<file path="config.mk">
export PLATFORM = sky130hd
export DESIGN_NAME = encoder_speed_position_top
export DESIGN_NICKNAME = d
export VERILOG_FILES = /design/src/hdl/esp_pkg.sv /design/src/hdl/esp_front.sv /design/src/hdl/esp_div.sv /design/src/hdl/esp_back.sv /design/src/hdl/encoder_speed_position_top.sv
export SDC_FILE = /design/constraint.sdc
export NUM_CORES = 2
export LEC_CHECK = 0
export BUFFER_PORTS_ARGS = -buffer_cell sky130_fd_sc_hd__clkbuf_2
export CAP_MARGIN = 5
export CORE_AREA = 2 2 521 523
export CTS_CLUSTER_SIZE = 8
export DETAILED_ROUTE_END_ITERATION = 16
export DIE_AREA = 0 0 523 525
export GPL_TIMING_DRIVEN = 0
export SYNTH_ARGS = -nofsm -noshare
export SYNTH_HDL_FRONTEND = slang
export SYNTH_SLANG_ARGS = --single-unit
export TNS_END_PERCENT = 100
</file>
<file path="constraint.sdc">
create_clock -name i_clk -period 6.19 [get_ports i_clk]
set_input_delay 0.9285 -clock i_clk [delete_from_list [all_inputs] [get_ports i_clk]]
set_output_delay 0.9285 -clock i_clk [all_outputs]
set_load 0.03 [all_outputs]
</file>
<file path="src/hdl/esp_pkg.sv">
// ----------------------------------------------------------------------------
// Encoder speed/position shared definitions
// Types, constants and state encodings used by the front queue, the back
// sequencer and the top level.
// ----------------------------------------------------------------------------
package esp_pkg;

    // Default length of the timestamp ring.
    localparam int WINDOW_DEF = 50;

    // Field widths.
    localparam int CPR_W  = 12;
    localparam int TIME_W = 32;
    localparam int TICK_W = 32;
    localparam int RPM_W  = 16;
    localparam int POS_W  = 13;

    // Divider width used for the RPM step; the product is compared to 60000.
    localparam int DEN_W  = 16;

    // counts_per_rev value after reset.
    localparam logic [CPR_W-1:0] CPR_RESET = 12'd300;

    // Numerator of the speed formula (ms per minute).
    localparam logic [RPM_W-1:0] RPM_NUM = 16'd60000;

    // Queue between the front and the back.
    localparam int QUEUE_DEPTH = 4;
    localparam int QUEUE_PTR_W = 2;
    localparam int QUEUE_CNT_W = 3;

    // Classified operation.
    typedef enum logic [0:0] {
        OP_EDGE  = 1'b0,
        OP_QUERY = 1'b1
    } t_op;

    // One queued transaction.
    typedef struct packed {
        t_op               op;
        logic              phase_b;
        logic [TIME_W-1:0] time_ms;
    } t_item;

    // Back sequencer states.
    typedef enum logic [2:0] {
        ST_IDLE,
        ST_SWEEP,
        ST_AVG,
        ST_MUL,
        ST_CHK,
        ST_RPM,
        ST_FINISH
    } t_state;

endpackage

</file>
<file path="src/hdl/esp_front.sv">
// ----------------------------------------------------------------------------
// Encoder speed/position front end
// Accepts input transactions, classifies them as edge or query and holds them
// in a short queue so the input side keeps moving while the back end works.
// ----------------------------------------------------------------------------
module esp_front (
    input  logic                              i_clk,
    input  logic                              i_rst_n,
    input  logic                              i_in_valid,
    output logic                              o_in_stall,
    input  logic                              i_cmd,
    input  logic                              i_phase_b,
    input  logic [esp_pkg::TIME_W-1:0]        i_time_ms,
    output logic                              o_q_valid,
    output esp_pkg::t_item                    o_q_item,
    input  logic                              i_q_pop
);

    esp_pkg::t_item                       r_mem [esp_pkg::QUEUE_DEPTH];
    logic [esp_pkg::QUEUE_PTR_W-1:0]      r_wr_ptr;
    logic [esp_pkg::QUEUE_PTR_W-1:0]      r_rd_ptr;
    logic [esp_pkg::QUEUE_CNT_W-1:0]      r_count;
    logic                                 full;
    logic                                 push;
    logic                                 pop;
    esp_pkg::t_item                       item;

    assign full       = (r_count == esp_pkg::QUEUE_CNT_W'(esp_pkg::QUEUE_DEPTH));
    assign o_in_stall = full;
    assign push       = i_in_valid && !full;
    assign pop        = i_q_pop && (r_count != '0);
    assign o_q_valid  = (r_count != '0);
    assign o_q_item   = r_mem[r_rd_ptr];

    // Classify the incoming transaction.
    always_comb begin
        item.op      = i_cmd ? esp_pkg::OP_QUERY : esp_pkg::OP_EDGE;
        item.phase_b = i_phase_b;
        item.time_ms = i_time_ms;
    end

    // Queue storage.
    always_ff @(posedge i_clk) begin
        if (push) begin
            r_mem[r_wr_ptr] <= item;
        end
    end

    // Queue pointers and fill count.
    always_ff @(posedge i_clk) begin
        if (!i_rst_n) begin
            r_wr_ptr <= '0;
            r_rd_ptr <= '0;
            r_count  <= '0;
        end else begin
            if (push) begin
                r_wr_ptr <= r_wr_ptr + 1'b1;
            end
            if (pop) begin
                r_rd_ptr <= r_rd_ptr + 1'b1;
            end
            if (push && !pop) begin
                r_count <= r_count + 1'b1;
            end else if (pop && !push) begin
                r_count <= r_count - 1'b1;
            end
        end
    end

endmodule

</file>
<file path="src/hdl/esp_div.sv">
// ----------------------------------------------------------------------------
// Encoder speed/position serial divider
// Restoring unsigned divider, one quotient bit per cycle. Quotient and
// remainder hold once busy drops until the next start.
// ----------------------------------------------------------------------------
module esp_div #(
    parameter int NUM_W = 32,
    parameter int DEN_W = 16
) (
    input  logic             i_clk,
    input  logic             i_rst_n,
    input  logic             i_start,
    input  logic [NUM_W-1:0] i_num,
    input  logic [DEN_W-1:0] i_den,
    output logic             o_busy,
    output logic [NUM_W-1:0] o_quo,
    output logic [DEN_W-1:0] o_rem
);

    localparam int CNT_W = $clog2(NUM_W + 1);

    logic [NUM_W-1:0] r_num;
    logic [DEN_W-1:0] r_rem;
    logic [DEN_W-1:0] r_den;
    logic [CNT_W-1:0] r_cnt;
    logic             r_busy;
    logic [DEN_W:0]   shifted;
    logic [DEN_W:0]   diff;
    logic             ge;

    // One restoring step: shift in the next dividend bit and try a subtract.
    assign shifted = {r_rem, r_num[NUM_W-1]};
    assign ge      = (shifted >= {1'b0, r_den});
    assign diff    = shifted - {1'b0, r_den};

    always_ff @(posedge i_clk) begin
        if (i_start) begin
            r_num <= i_num;
            r_rem <= '0;
            r_den <= i_den;
        end else if (r_busy) begin
            r_num <= {r_num[NUM_W-2:0], ge};
            r_rem <= ge ? diff[DEN_W-1:0] : shifted[DEN_W-1:0];
        end
    end

    // Step counter.
    always_ff @(posedge i_clk) begin
        if (!i_rst_n) begin
            r_busy <= 1'b0;
            r_cnt  <= '0;
        end else if (i_start) begin
            r_busy <= 1'b1;
            r_cnt  <= CNT_W'(NUM_W);
        end else if (r_busy) begin
            r_cnt <= r_cnt - 1'b1;
            if (r_cnt == CNT_W'(1)) begin
                r_busy <= 1'b0;
            end
        end
    end

    assign o_busy = r_busy;
    assign o_quo  = r_num;
    assign o_rem  = r_rem;

endmodule

</file>
<file path="src/hdl/esp_back.sv">
// ----------------------------------------------------------------------------
// Encoder speed/position back end
// Applies edge transactions to the counters and the timestamp ring, and runs
// queries: the position remainder and, once the ring is full, a sweep of the ring,
// the average and, if in range, the RPM division, ending in a registered result.
// ----------------------------------------------------------------------------
module esp_back #(
    parameter int WINDOW = esp_pkg::WINDOW_DEF
) (
    input  logic                                i_clk,
    input  logic                                i_rst_n,
    input  logic                                i_cfg_we,
    input  logic [esp_pkg::CPR_W-1:0]           i_cfg_data,
    input  logic                                i_q_valid,
    input  esp_pkg::t_item                      i_q_item,
    output logic                                o_q_pop,
    output logic                                o_out_valid,
    input  logic                                i_out_stall,
    output logic [esp_pkg::RPM_W-1:0]           o_rpm,
    output logic signed [esp_pkg::POS_W-1:0]    o_position,
    output logic signed [esp_pkg::TICK_W-1:0]   o_tick_total,
    output logic                                o_speed_valid,
    output logic                                o_overspeed
);

    localparam int SLOT_W = $clog2(WINDOW);
    localparam int CNT_W  = $clog2(WINDOW + 1);
    localparam int SUM_W  = esp_pkg::TIME_W + $clog2(WINDOW);
    localparam int PROD_W = esp_pkg::DEN_W + esp_pkg::CPR_W;

    // Sums at or above this limit give an average above 60000, so the speed is zero.
    localparam int AVG_LIMIT = (WINDOW - 1) * (int'(esp_pkg::RPM_NUM) + 1);
    localparam int AVG_X_W   = $clog2(AVG_LIMIT);
    localparam int RECIP_SH  = AVG_X_W + $clog2(WINDOW - 1);
    localparam int RECIP_W   = AVG_X_W + 1;
    localparam int AVG_P_W   = AVG_X_W + RECIP_W;
    localparam longint unsigned RECIP_FULL =
        ((64'd1 << RECIP_SH) + 64'(WINDOW - 2)) / 64'(WINDOW - 1);
    localparam logic [RECIP_W-1:0] RECIP_M = RECIP_W'(RECIP_FULL);

    // Timestamp ring.
    logic [esp_pkg::TIME_W-1:0] r_ring [WINDOW];
    logic [esp_pkg::TIME_W-1:0] r_rd_data;

    // Architectural state.
    logic [esp_pkg::CPR_W-1:0]  r_cpr;
    logic [SLOT_W-1:0]          r_slot;
    logic [CNT_W-1:0]           r_seen;
    logic [esp_pkg::TICK_W-1:0] r_ticks;

    // Sequencer and sweep.
    esp_pkg::t_state            r_state;
    esp_pkg::t_state            n_state;
    logic [CNT_W-1:0]           r_k;
    logic [SLOT_W-1:0]          r_addr;
    logic [esp_pkg::TIME_W-1:0] r_prev;
    logic [SUM_W-1:0]           r_sum;
    logic [SUM_W-1:0]           n_sum;
    logic [esp_pkg::TIME_W-1:0] diff;

    // Speed arithmetic.
    logic [esp_pkg::DEN_W-1:0]  r_avg;
    logic [PROD_W-1:0]          r_denom;
    logic [esp_pkg::RPM_W-1:0]  r_rpm;
    logic                       r_sv;
    logic                       r_ov;
    logic [esp_pkg::CPR_W-1:0]  cpr_eff;
    logic                       window_full;
    logic                       sweep_last;
    logic                       denom_ok;
    logic                       avg_big;
    logic [AVG_P_W-1:0]         avg_prod;

    // Dividers.
    logic                       div_start;
    logic [esp_pkg::RPM_W-1:0]  div_num;
    logic [esp_pkg::DEN_W-1:0]  div_den;
    logic                       div_busy;
    logic [esp_pkg::RPM_W-1:0]  div_quo;
    logic [esp_pkg::DEN_W-1:0]  div_rem;
    logic                       pos_start;
    logic [esp_pkg::TICK_W-1:0] pos_mag;
    logic                       pos_busy;
    logic [esp_pkg::TICK_W-1:0] pos_quo;
    logic [esp_pkg::CPR_W-1:0]  pos_rem;
    logic [esp_pkg::POS_W-1:0]  pos_val;

    // Output register.
    logic                       r_out_valid;
    logic [esp_pkg::RPM_W-1:0]  r_out_rpm;
    logic [esp_pkg::POS_W-1:0]  r_out_pos;
    logic [esp_pkg::TICK_W-1:0] r_out_ticks;
    logic                       r_out_sv;
    logic                       r_out_ov;
    logic                       out_free;
    logic                       out_load;
    logic                       take_edge;
    logic                       take_query;

    assign cpr_eff     = (r_cpr == '0) ? esp_pkg::CPR_W'(1) : r_cpr;
    assign window_full = (r_seen == CNT_W'(WINDOW));
    assign sweep_last  = (r_k == CNT_W'(WINDOW));
    assign out_free    = !r_out_valid || !i_out_stall;
    assign denom_ok    = (r_denom != '0) && (r_denom <= PROD_W'(esp_pkg::RPM_NUM));

    // Running sum of consecutive timestamp differences, each modulo 2^32.
    assign diff  = r_rd_data - r_prev;
    assign n_sum = (r_k >= CNT_W'(2)) ? r_sum + SUM_W'(diff) : r_sum;

    // Average period by reciprocal multiplication; exact for every sum below the limit.
    assign avg_big  = (r_sum >= SUM_W'(AVG_LIMIT));
    assign avg_prod = AVG_P_W'(r_sum[AVG_X_W-1:0]) * AVG_P_W'(RECIP_M);

    // Next state.
    always_comb begin
        n_state = r_state;
        unique case (r_state)
            esp_pkg::ST_IDLE: begin
                if (i_q_valid && (i_q_item.op == esp_pkg::OP_QUERY)) begin
                    n_state = window_full ? esp_pkg::ST_SWEEP : esp_pkg::ST_FINISH;
                end
            end
            esp_pkg::ST_SWEEP: begin
                if (sweep_last) begin
                    n_state = esp_pkg::ST_AVG;
                end
            end
            esp_pkg::ST_AVG: begin
                n_state = avg_big ? esp_pkg::ST_FINISH : esp_pkg::ST_MUL;
            end
            esp_pkg::ST_MUL: begin
                n_state = esp_pkg::ST_CHK;
            end
            esp_pkg::ST_CHK: begin
                n_state = denom_ok ? esp_pkg::ST_RPM : esp_pkg::ST_FINISH;
            end
            esp_pkg::ST_RPM: begin
                if (!div_busy) begin
                    n_state = esp_pkg::ST_FINISH;
                end
            end
            esp_pkg::ST_FINISH: begin
                if (!pos_busy && out_free) begin
                    n_state = esp_pkg::ST_IDLE;
                end
            end
            default: n_state = esp_pkg::ST_IDLE;
        endcase
    end

    // Sequencer outputs.
    always_comb begin
        o_q_pop    = 1'b0;
        take_edge  = 1'b0;
        take_query = 1'b0;
        div_start  = 1'b0;
        out_load   = 1'b0;
        unique case (r_state)
            esp_pkg::ST_IDLE: begin
                o_q_pop    = i_q_valid;
                take_edge  = i_q_valid && (i_q_item.op == esp_pkg::OP_EDGE);
                take_query = i_q_valid && (i_q_item.op == esp_pkg::OP_QUERY);
            end
            esp_pkg::ST_CHK:    div_start = denom_ok;
            esp_pkg::ST_FINISH: out_load  = !pos_busy && out_free;
            default: begin
            end
        endcase
    end

    assign pos_start = take_query;
    assign pos_mag   = r_ticks[esp_pkg::TICK_W-1] ? (~r_ticks + 1'b1) : r_ticks;
    assign div_num   = esp_pkg::RPM_NUM;
    assign div_den   = r_denom[esp_pkg::DEN_W-1:0];

    // RPM is 60000 divided by the period product.
    esp_div #(
        .NUM_W (esp_pkg::RPM_W),
        .DEN_W (esp_pkg::DEN_W)
    ) u_div_speed (
        .i_clk   (i_clk),
        .i_rst_n (i_rst_n),
        .i_start (div_start),
        .i_num   (div_num),
        .i_den   (div_den),
        .o_busy  (div_busy),
        .o_quo   (div_quo),
        .o_rem   (div_rem)
    );

    // Position remainder runs alongside the ring sweep.
    esp_div #(
        .NUM_W (esp_pkg::TICK_W),
        .DEN_W (esp_pkg::CPR_W)
    ) u_div_pos (
        .i_clk   (i_clk),
        .i_rst_n (i_rst_n),
        .i_start (pos_start),
        .i_num   (pos_mag),
        .i_den   (cpr_eff),
        .o_busy  (pos_busy),
        .o_quo   (pos_quo),
        .o_rem   (pos_rem)
    );

    // Remainder takes the sign of the count.
    assign pos_val = r_ticks[esp_pkg::TICK_W-1] ? (~{1'b0, pos_rem} + 1'b1) : {1'b0, pos_rem};

    // Ring write on an edge and registered read for the sweep.
    always_ff @(posedge i_clk) begin
        if (take_edge) begin
            r_ring[r_slot] <= i_q_item.time_ms;
        end
        r_rd_data <= r_ring[r_addr];
    end

    // Configuration, counters and state register.
    always_ff @(posedge i_clk) begin
        if (!i_rst_n) begin
            r_state <= esp_pkg::ST_IDLE;
            r_cpr   <= esp_pkg::CPR_RESET;
            r_slot  <= '0;
            r_seen  <= '0;
            r_ticks <= '0;
        end else begin
            r_state <= n_state;
            if (i_cfg_we) begin
                r_cpr <= i_cfg_data;
            end
            if (take_edge) begin
                r_slot <= (r_slot == SLOT_W'(WINDOW - 1)) ? '0 : r_slot + 1'b1;
                if (!window_full) begin
                    r_seen <= r_seen + 1'b1;
                end
                r_ticks <= i_q_item.phase_b ? r_ticks + 1'b1 : r_ticks - 1'b1;
            end
        end
    end

    // Ring sweep, oldest entry first.
    always_ff @(posedge i_clk) begin
        if (take_query) begin
            r_k    <= '0;
            r_addr <= r_slot;
            r_sum  <= '0;
        end else if (r_state == esp_pkg::ST_SWEEP) begin
            r_sum <= n_sum;
            if (r_k >= CNT_W'(1)) begin
                r_prev <= r_rd_data;
            end
            if (!sweep_last) begin
                r_k    <= r_k + 1'b1;
                r_addr <= (r_addr == SLOT_W'(WINDOW - 1)) ? '0 : r_addr + 1'b1;
            end
        end
    end

    // Speed result.
    always_ff @(posedge i_clk) begin
        unique case (r_state)
            esp_pkg::ST_IDLE: begin
                if (take_query) begin
                    r_rpm <= '0;
                    r_sv  <= window_full;
                    r_ov  <= 1'b0;
                end
            end
            esp_pkg::ST_AVG: begin
                r_avg <= avg_prod[RECIP_SH +: esp_pkg::DEN_W];
            end
            esp_pkg::ST_MUL: begin
                r_denom <= PROD_W'(r_avg) * PROD_W'(cpr_eff);
            end
            esp_pkg::ST_CHK: begin
                if (r_denom == '0) begin
                    r_rpm <= esp_pkg::RPM_NUM;
                    r_ov  <= 1'b1;
                end
            end
            esp_pkg::ST_RPM: begin
                if (!div_busy) begin
                    r_rpm <= div_quo;
                end
            end
            default: begin
            end
        endcase
    end

    // Output register.
    always_ff @(posedge i_clk) begin
        if (!i_rst_n) begin
            r_out_valid <= 1'b0;
        end else if (out_load) begin
            r_out_valid <= 1'b1;
        end else if (!i_out_stall) begin
            r_out_valid <= 1'b0;
        end
    end

    always_ff @(posedge i_clk) begin
        if (out_load) begin
            r_out_rpm   <= r_rpm;
            r_out_pos   <= pos_val;
            r_out_ticks <= r_ticks;
            r_out_sv    <= r_sv;
            r_out_ov    <= r_ov;
        end
    end

    assign o_out_valid   = r_out_valid;
    assign o_rpm         = r_out_rpm;
    assign o_position    = r_out_pos;
    assign o_tick_total  = r_out_ticks;
    assign o_speed_valid = r_out_sv;
    assign o_overspeed   = r_out_ov;

`ifndef SYNTH
    // The edge count never runs past the ring length.
    a_seen_bound: assert property (@(posedge i_clk) disable iff (!i_rst_n)
        r_seen <= CNT_W'(WINDOW))
        else $error("edge count exceeds ring length");

    // The write slot always points inside the ring.
    a_slot_bound: assert property (@(posedge i_clk) disable iff (!i_rst_n)
        r_slot <= SLOT_W'(WINDOW - 1))
        else $error("write slot outside ring");

    // The speed divider is only started when it is free.
    a_div_free: assert property (@(posedge i_clk) disable iff (!i_rst_n)
        div_start |-> !div_busy)
        else $error("speed divider restarted while busy");

    // The queue is only drained by the idle sequencer.
    a_pop_idle: assert property (@(posedge i_clk) disable iff (!i_rst_n)
        o_q_pop |-> (r_state == esp_pkg::ST_IDLE))
        else $error("queue popped during a query");

    // An overspeed result is always a valid, saturated speed.
    a_overspeed: assert property (@(posedge i_clk) disable iff (!i_rst_n)
        (r_out_valid && r_out_ov) |-> (r_out_sv && (r_out_rpm == esp_pkg::RPM_NUM)))
        else $error("overspeed without saturated valid speed");
`endif

endmodule

</file>
<file path="src/hdl/encoder_speed_position_top.sv">
// An edge is applied when the idle sequencer pops it from the queue; a query with a full ring
// returns after the ring sweep at one entry per cycle and, when it runs, the 16-step RPM divider;
// a query before the ring fills returns once the position divider is done. Throughput: one
// edge per cycle while the queue has room and no query is running, one query at a time.
// Synchronous active-low reset clears the counters, queue and output and restores
// counts_per_rev to 300; the timestamp ring is not cleared and no clearing pass runs.
// ----------------------------------------------------------------------------
// Encoder speed/position top level
// Quadrature edge counter with windowed speed measurement: a front queue
// feeding a back-end sequencer.
// ----------------------------------------------------------------------------
module encoder_speed_position_top #(
    parameter int WINDOW = esp_pkg::WINDOW_DEF
) (
    input  logic                                i_clk,
    input  logic                                i_rst_n,
    input  logic                                i_cfg_we,
    input  logic [esp_pkg::CPR_W-1:0]           i_cfg_data,
    input  logic                                i_in_valid,
    output logic                                o_in_stall,
    input  logic                                i_cmd,
    input  logic                                i_phase_b,
    input  logic [esp_pkg::TIME_W-1:0]          i_time_ms,
    output logic                                o_out_valid,
    input  logic                                i_out_stall,
    output logic [esp_pkg::RPM_W-1:0]           o_rpm,
    output logic signed [esp_pkg::POS_W-1:0]    o_position,
    output logic signed [esp_pkg::TICK_W-1:0]   o_tick_total,
    output logic                                o_speed_valid,
    output logic                                o_overspeed
);

    logic           q_valid;
    esp_pkg::t_item q_item;
    logic           q_pop;

    // Accept and classify transactions.
    esp_front u_front (
        .i_clk      (i_clk),
        .i_rst_n    (i_rst_n),
        .i_in_valid (i_in_valid),
        .o_in_stall (o_in_stall),
        .i_cmd      (i_cmd),
        .i_phase_b  (i_phase_b),
        .i_time_ms  (i_time_ms),
        .o_q_valid  (q_valid),
        .o_q_item   (q_item),
        .i_q_pop    (q_pop)
    );

    // Count edges and answer queries.
    esp_back #(
        .WINDOW (WINDOW)
    ) u_back (
        .i_clk         (i_clk),
        .i_rst_n       (i_rst_n),
        .i_cfg_we      (i_cfg_we),
        .i_cfg_data    (i_cfg_data),
        .i_q_valid     (q_valid),
        .i_q_item      (q_item),
        .o_q_pop       (q_pop),
        .o_out_valid   (o_out_valid),
        .i_out_stall   (i_out_stall),
        .o_rpm         (o_rpm),
        .o_position    (o_position),
        .o_tick_total  (o_tick_total),
        .o_speed_valid (o_speed_valid),
        .o_overspeed   (o_overspeed)
    );

endmodule

</file>
Yosys cells after proc, flatten, opt, wreduce, memory -nomap -nowiden
Memory sizes are Yosys's and may differ from the RTL's. A register that Yosys moved wholly into a read port is not among the register bits.
Cells that the tools add are included.
{"block": "totals", "ramBits": 1736, "input_bits": 51, "mem_count": 2, "out_inout_bits": 65, "regBits": 391}
{"block": "classes", "addsub": 18, "bitwise_logic": 7, "mux": 54, "n_mul": 2, "eq_ne": 21, "magnitude_cmp": 6, "n_reduce_logical": 37}
{"name": "u_back.r_ring", "words": 50, "word_bits": 32, "rd": 1, "rd_clocked_by_memory_dff": 1, "write_ports": 1, "line": "esp_back.sv:42", "source": "logic [esp_pkg::TIME_W-1:0] r_ring [WINDOW];"}
{"name": "u_front.r_mem", "words": 4, "word_bits": 34, "rd": 1, "rd_clocked_by_memory_dff": 1, "write_ports": 1, "line": "esp_front.sv:19", "source": "esp_pkg::t_item r_mem [esp_pkg::QUEUE_DEPTH];"}
{"cell": "$mux 32", "count": 4}
{"cell": "$add 32x1->32 const B", "count": 2}
{"cell": "$mux 16", "count": 4}
{"cell": "$pmux 16 s3", "count": 1}
{"cell": "$mul 22x23->44 const B", "count": 1}
{"cell": "$mux 6", "count": 7}
{"cell": "$add 38x32->38", "count": 1}
{"cell": "$ge 38x22->1 const B", "count": 1}
{"cell": "$mux 12", "count": 3}
{"cell": "$not 32->32", "count": 1}
{"cell": "$sub 32x1->32 const B", "count": 1}
{"cell": "$sub 32x32->32", "count": 1}
{"cell": "$le 28x16->1 const B", "count": 1}
{"cell": "$logic_not 28->1", "count": 1}
{"cell": "$mul 16x12->28", "count": 1}
{"cell": "$reduce_bool 28->1", "count": 1}
{"cell": "$add 6x1->6 const B", "count": 4}
{"cell": "$eq 6x6->1 const B", "count": 4}
{"cell": "$mux 3", "count": 8}
{"cell": "$pmux 3 s7", "count": 1}
{"cell": "$mux 1", "count": 20}
{"cell": "$ge 17x16->1", "count": 1}
{"cell": "$sub 16x16->16", "count": 1}
{"cell": "$add 13x1->13 const B", "count": 1}
{"cell": "32 further kinds", "count": 74}

Logic depth before layout (Yosys ltp)
{"block": "depth", "depth_word": 7, "mapped_depth": 24, "mapped_depth_nobuf": 24}

Modules after synthesis
From an unflattened synthesis, not the netlist that was laid out.
{"block": "hier_totals", "hier_cells": 6179, "area_unflattened_um2": 101847.7}
{"module": "esp_back", "cells_each": 5412, "area_per_inst_um2": 90281.6, "n_inst": 1, "seq_area_each_um2": 55663.4}
{"module": "esp_front", "cells_each": 226, "area_per_inst_um2": 5439.0, "n_inst": 1, "seq_area_each_um2": 4264.1}
{"module": "esp_div (u_back.u_div_pos)", "cells_each": 257, "area_per_inst_um2": 3090.5, "n_inst": 1, "seq_area_each_um2": 1701.6}
{"module": "esp_div (u_back.u_div_speed)", "cells_each": 284, "area_per_inst_um2": 3036.7, "n_inst": 1, "seq_area_each_um2": 1401.3}

Least setup slack after synthesis
Ideal clock, no wire load.
{"block": "synth_path", "path_type": "register to register", "start": "register u_back.r_sum[10]", "end": "register u_back.r_avg[12] in the netlist's numbering (data pin)", "required_ns": 5.931, "path_buffers": 0, "stages_incl_launch_ff": 24, "t_arrival_ns": 6.158, "path_slack_ns": -0.227, "synth_period_minus_slack_ns": 6.417, "setup_ns": 0.259, "cell_sequence": "dfxtp_1 -> inv_1 -> fa_1 -> inv_1 -> fa_1 -> ha_1 -> inv_1 -> fa_1 -> inv_1 -> fa_1 -> fa_1 -> inv_1 -> fa_1 -> inv_1 -> ha_1 -> and3_1 -> and3_1 -> a311o_1 -> nor3_1 -> a21oi_1 -> a41o_1 -> a221o_1 -> a21oi_1 -> xnor2_1"}
{"block": "synth_between", "elab_chain_cells": 1}
{"element": "start: declaration", "line": "esp_back.sv:57", "source": "logic [SUM_W-1:0] r_sum;"}
{"element": "start signal: assignment", "line": "esp_back.sv:247", "source": "r_sum <= n_sum;"}
{"element": "$mul 22x23->44", "line": "esp_back.sv:112", "source": "assign avg_prod = AVG_P_W'(r_sum[AVG_X_W-1:0]) * AVG_P_W'(RECIP_M);"}
{"element": "named net u_back.avg_prod[40]", "line": "esp_back.sv:72", "source": "logic [AVG_P_W-1:0] avg_prod;"}
{"element": "end signal: assignment", "line": "esp_back.sv:269", "source": "r_avg <= avg_prod[RECIP_SH +: esp_pkg::DEN_W];"}
{"element": "end: declaration", "line": "esp_back.sv:62", "source": "logic [esp_pkg::DEN_W-1:0] r_avg;"}
The timed path passes the listed nets, and every way through them passes these cells.
A chain may end at the register's enable or synchronous reset.

Worst setup path after layout
Ends and elaborated chain as after synthesis.

==> metrics.yaml <==
timing:
  worst_slew_pin_slew_ns: 1.278
  layout_setup_ws_ns: -0.1926
  period_share_pct: 103.1
  setup_viol: 7
  fin_skew_ns: 0.08459
  relSlewSlack_pct: 14.70
  drv_slew: 0
  finalCriticalPeriod_ns: 6.383
  fmaxAchievable_mhz: 156.7
  hold_viol: 0
  hold_ws_ns: 0.2234
  rsz0062_at_grt: "yes"
outcome:
  status: "finished, violations left"
  failed_checks: "setup timing"
route:
  firstDrtPassIters: 6
  drt_iter0_drc: 5129
  drc: 0
  detail_route.wl_per_cell_um: 24.66
  drt_wl_total_um: 257600
  vias: 56488
  vias_per_cell: 5.408
  antenna_left: 0
place:
  dp.cells: 9967
  port_buffers: 114
  dp_hpwl_um: 180100
  place.gp.congestion: 0.8707
grt:
  first_global_vias: 58418
  antenna_found_initial: 7
  grt_max_degree: 65
  overflow: 0
  grt_pass1_wl_um: 383700
  grt_use_total_pct: 18.71
cts:
  htreeDepth: 5
  cts.sinks: 2161
  cts_buffer_depth: 4
  clk_pin_slew_ns: 0.05
  cts-buffers-inserted: 322
  insertion_delay_ns: 0.93
  root_buffer: "clkbuf_16"
  cts_tree: "done"
setup_path:
  max_stage_delay_ns: 0.60
  cp.required_ns: 6.77
  critPathMaxFanout: 3
  critical_path_class: "register to register"
  cpMaxStageDelayCell: "fa_2"
  crit_top_cell: "fa_1"
  start_kind: "register"
  arrival_ns: 6.96
  path_cells: "inv_4 -> fa_2 -> inv_2 -> fa_1 -> ha_1 -> inv_2 -> fa_1 -> inv_1 -> fa_2 -> fa_1 -> inv_2 -> fa_1 -> inv_1 -> ha_4 -> and3_4 -> and3_4 -> a311o_1 -> nor3_2 -> a21oi_2 -> a41o_1 -> a221o_1 -> a21oi_2 -> xnor2_2"
  endpoint_kind: "register"
floorplanning:
  start_util_pct: 37.72
  rows: 191
  die_w_um: 523
  die_y_um: 525
  dieArea_um2: 274600
  ioPinCount: 116
  coreArea_um2: 269300
synthesis:
  synth_cell_types: 83
  async_flop_share_pct: 0
  yosys_warnings: 0
  synth_edf_count: 1959
  syn_avg_cell_area_um2: 16.32
  synth_seq_area_share_pct: 61.88
  ys_ff_latch: 2161
  synthFlopType: "edfxtp_1"
  synthCells: 6224
  synthesis.area_um2: 101600
  synth_fp_nets: 7020
pwr:
  power_switching_w: 0.02072
  irDropWorstVdd_mv: 0.5105
  leakagePower_nw: 42.52
  pwr-share-comb_pct: 40.5
  power_density_nw_per_um2: 495.4
  switching_share_pct: 35.41
  clkPwrFrac_pct: 26.2
  p_int_w: 0.03780
  sequentialPowerShare_pct: 33.3
finish:
  fin_nets: 7574
  final_layout_size_suffix_gt1_share_pct: 20.19
  final_common_cell: "edfxtp_1"
  instances_no_fill: 10446
  fin_util_pct: 43.86
  mostFrequentLayoutCells: "edfxtp_1, mux4_2, inv_1"
  area.growth.synth_to_final_pct: 16.26
worst_hold_path:
  hold_path_class: "input port to register"
job:
  cap_violations: 0
==> power groups by stage <==
stage | Combinational (W) | Clock, W | Sequential (W)
final | 0.0237 | 0.0153 | 0.0195
after detailed placement | 0.0233 | 0 | 0.0197
after global routing | 0.0262 | 0.0162 | 0.0196
after floorplan | 0.0161 | 0 | 0.0194
after CTS | 0.0236 | 0.0156 | 0.0195
after global placement | 0.0228 | 0 | 0.0197
==> sequential cells by signal, indices dropped and copies added (netlist names), 13 cells and up, named ones only <==
name,cells
u_back.o_rpm,16
u_back.u_div_speed.r_den,16
u_back.r_prev,32
u_back.r_ticks,32
u_back.r_ring,1600
u_back.u_div_pos.o_quo,32
u_front.r_mem,136
u_back.r_rpm,16
u_back.u_div_speed.o_rem,16
u_back.r_rd_data,32
u_back.r_avg,16
u_back.r_sum,38
u_back.o_position,13
u_back.r_denom,28
u_back.u_div_speed.o_quo,16
u_back.o_tick_total,32
==> worst paths after layout <==
check | start | to | slack [ns] | cells past startpoint
setup / recovery | u_back.r_sum[10]$_SDFFE_PP0P_ | u_back.r_avg[12]$_DFFE_PP_ | -0.19 | 23
hold / removal | i_time_ms[6] | u_front.r_mem[0][6]$_DFFE_PP_ | 0.22 | 1
setup reg to reg | u_back.r_sum[10]$_SDFFE_PP0P_ | u_back.r_avg[12]$_DFFE_PP_ | -0.19 | 23
hold reg to reg | u_back.r_rpm[3]$_DFFE_PP_ | u_back.o_rpm[3]$_DFFE_PP_ | 0.42 | 0
==> what timing repair did <==
| item | 4_1_cts | 5_1_grt |
|---|---|---|
| pin swaps | 24 | 22 |
| hold buffers | 0 | 0 |
| hold endpoints to repair | 0 | 0 |
| setup endpoints to repair | 28 | 17 |
| gates resized for setup | 110 | 87 |
| setup buffers | 45 | 26 |
==> area by class of cell <==
class | instances | area [um2]
Timing Repair Buffer | 245 | 2445
Multi-Input combinational cell | 3241 | 36470
Buffer | 254 | 1015
Sequential cell | 2161 | 62980
Clock buffer | 411 | 8549
Inverter | 553 | 2085
Clock inverter | 9 | 105.1
Fill cell | 23370 | 151200
Antenna cell | 2 | 5.005
Tap cell | 3570 | 4467
==> worst max-delay path, delay by kind of cell, from the launching register on <==
family	cells	cell delay [ns]
buffers and inverters	6	0.36
XOR/XNOR	1	0.10
AO/OA/AOI/OAI	5	1.27
adder cells (fa/ha/maj)	8	3.43
AND/OR/NAND/NOR	3	0.57
flip-flops	1	0.40
==> Yosys cell counts (all sizes together), types with 118 or more instances <==
cell	instances	area (um2)
nand2	365	1370
dfxtp	202	4044
clkbuf	215	807.0
edfxtp	1959	58830
o21ai	175	875.8
fa	310	6206
ha	435	5443
a21oi	168	840.8
and2	118	738.2
inv	552	2072
mux4	546	12300
nor2	193	724.4
==> kinds of logic (layout without fill, tap and decap cells) <==
| kind of cell | count (synthesis) | after routing | share of synthesized area (%) |
|---|---|---|---|
| flip-flops | 2161 | 2161 | 61.88 |
| AND/OR/NAND/NOR | 1026 | 1026 | 4.936 |
| buffers and inverters | 822 | 1472 | 3.038 |
| adder cells (fa/ha/maj) | 745 | 745 | 11.47 |
| AO/OA/AOI/OAI | 654 | 654 | 4.122 |
| multiplexers | 619 | 619 | 12.86 |
| XOR/XNOR | 197 | 197 | 1.698 |
| other | 0 | 2 | 0 |
==> through the flow <==
stage | setup TNS (ns) | power [W] | instance area (um2) | worst slack, ns
floorplan | 0 | 0.03558 | 101600 | 0.01031
global placement | -780.47 | 0.04253 | 106700 | -1.237
CTS | -0.9040 | 0.05865 | 117600 | -0.2065
finish | -0.7735 | 0.05852 | 118100 | -0.1926
global route | -2.507 | 0.06191 | 118100 | -0.4241
detailed placement | -14.99 | 0.04300 | 108300 | -1.069
==> layer usage <==
metal  GRT usage [%]  vias up  part of all wire, %
met2           30.60     1858                   48
met5               0        -                    0
met3           3.130      434                  5.9
li1                -    24671                    -
met4           5.872        0                  3.0
met1           25.49    29525                   43
Note: power is estimated with default switching activity, not from simulation.
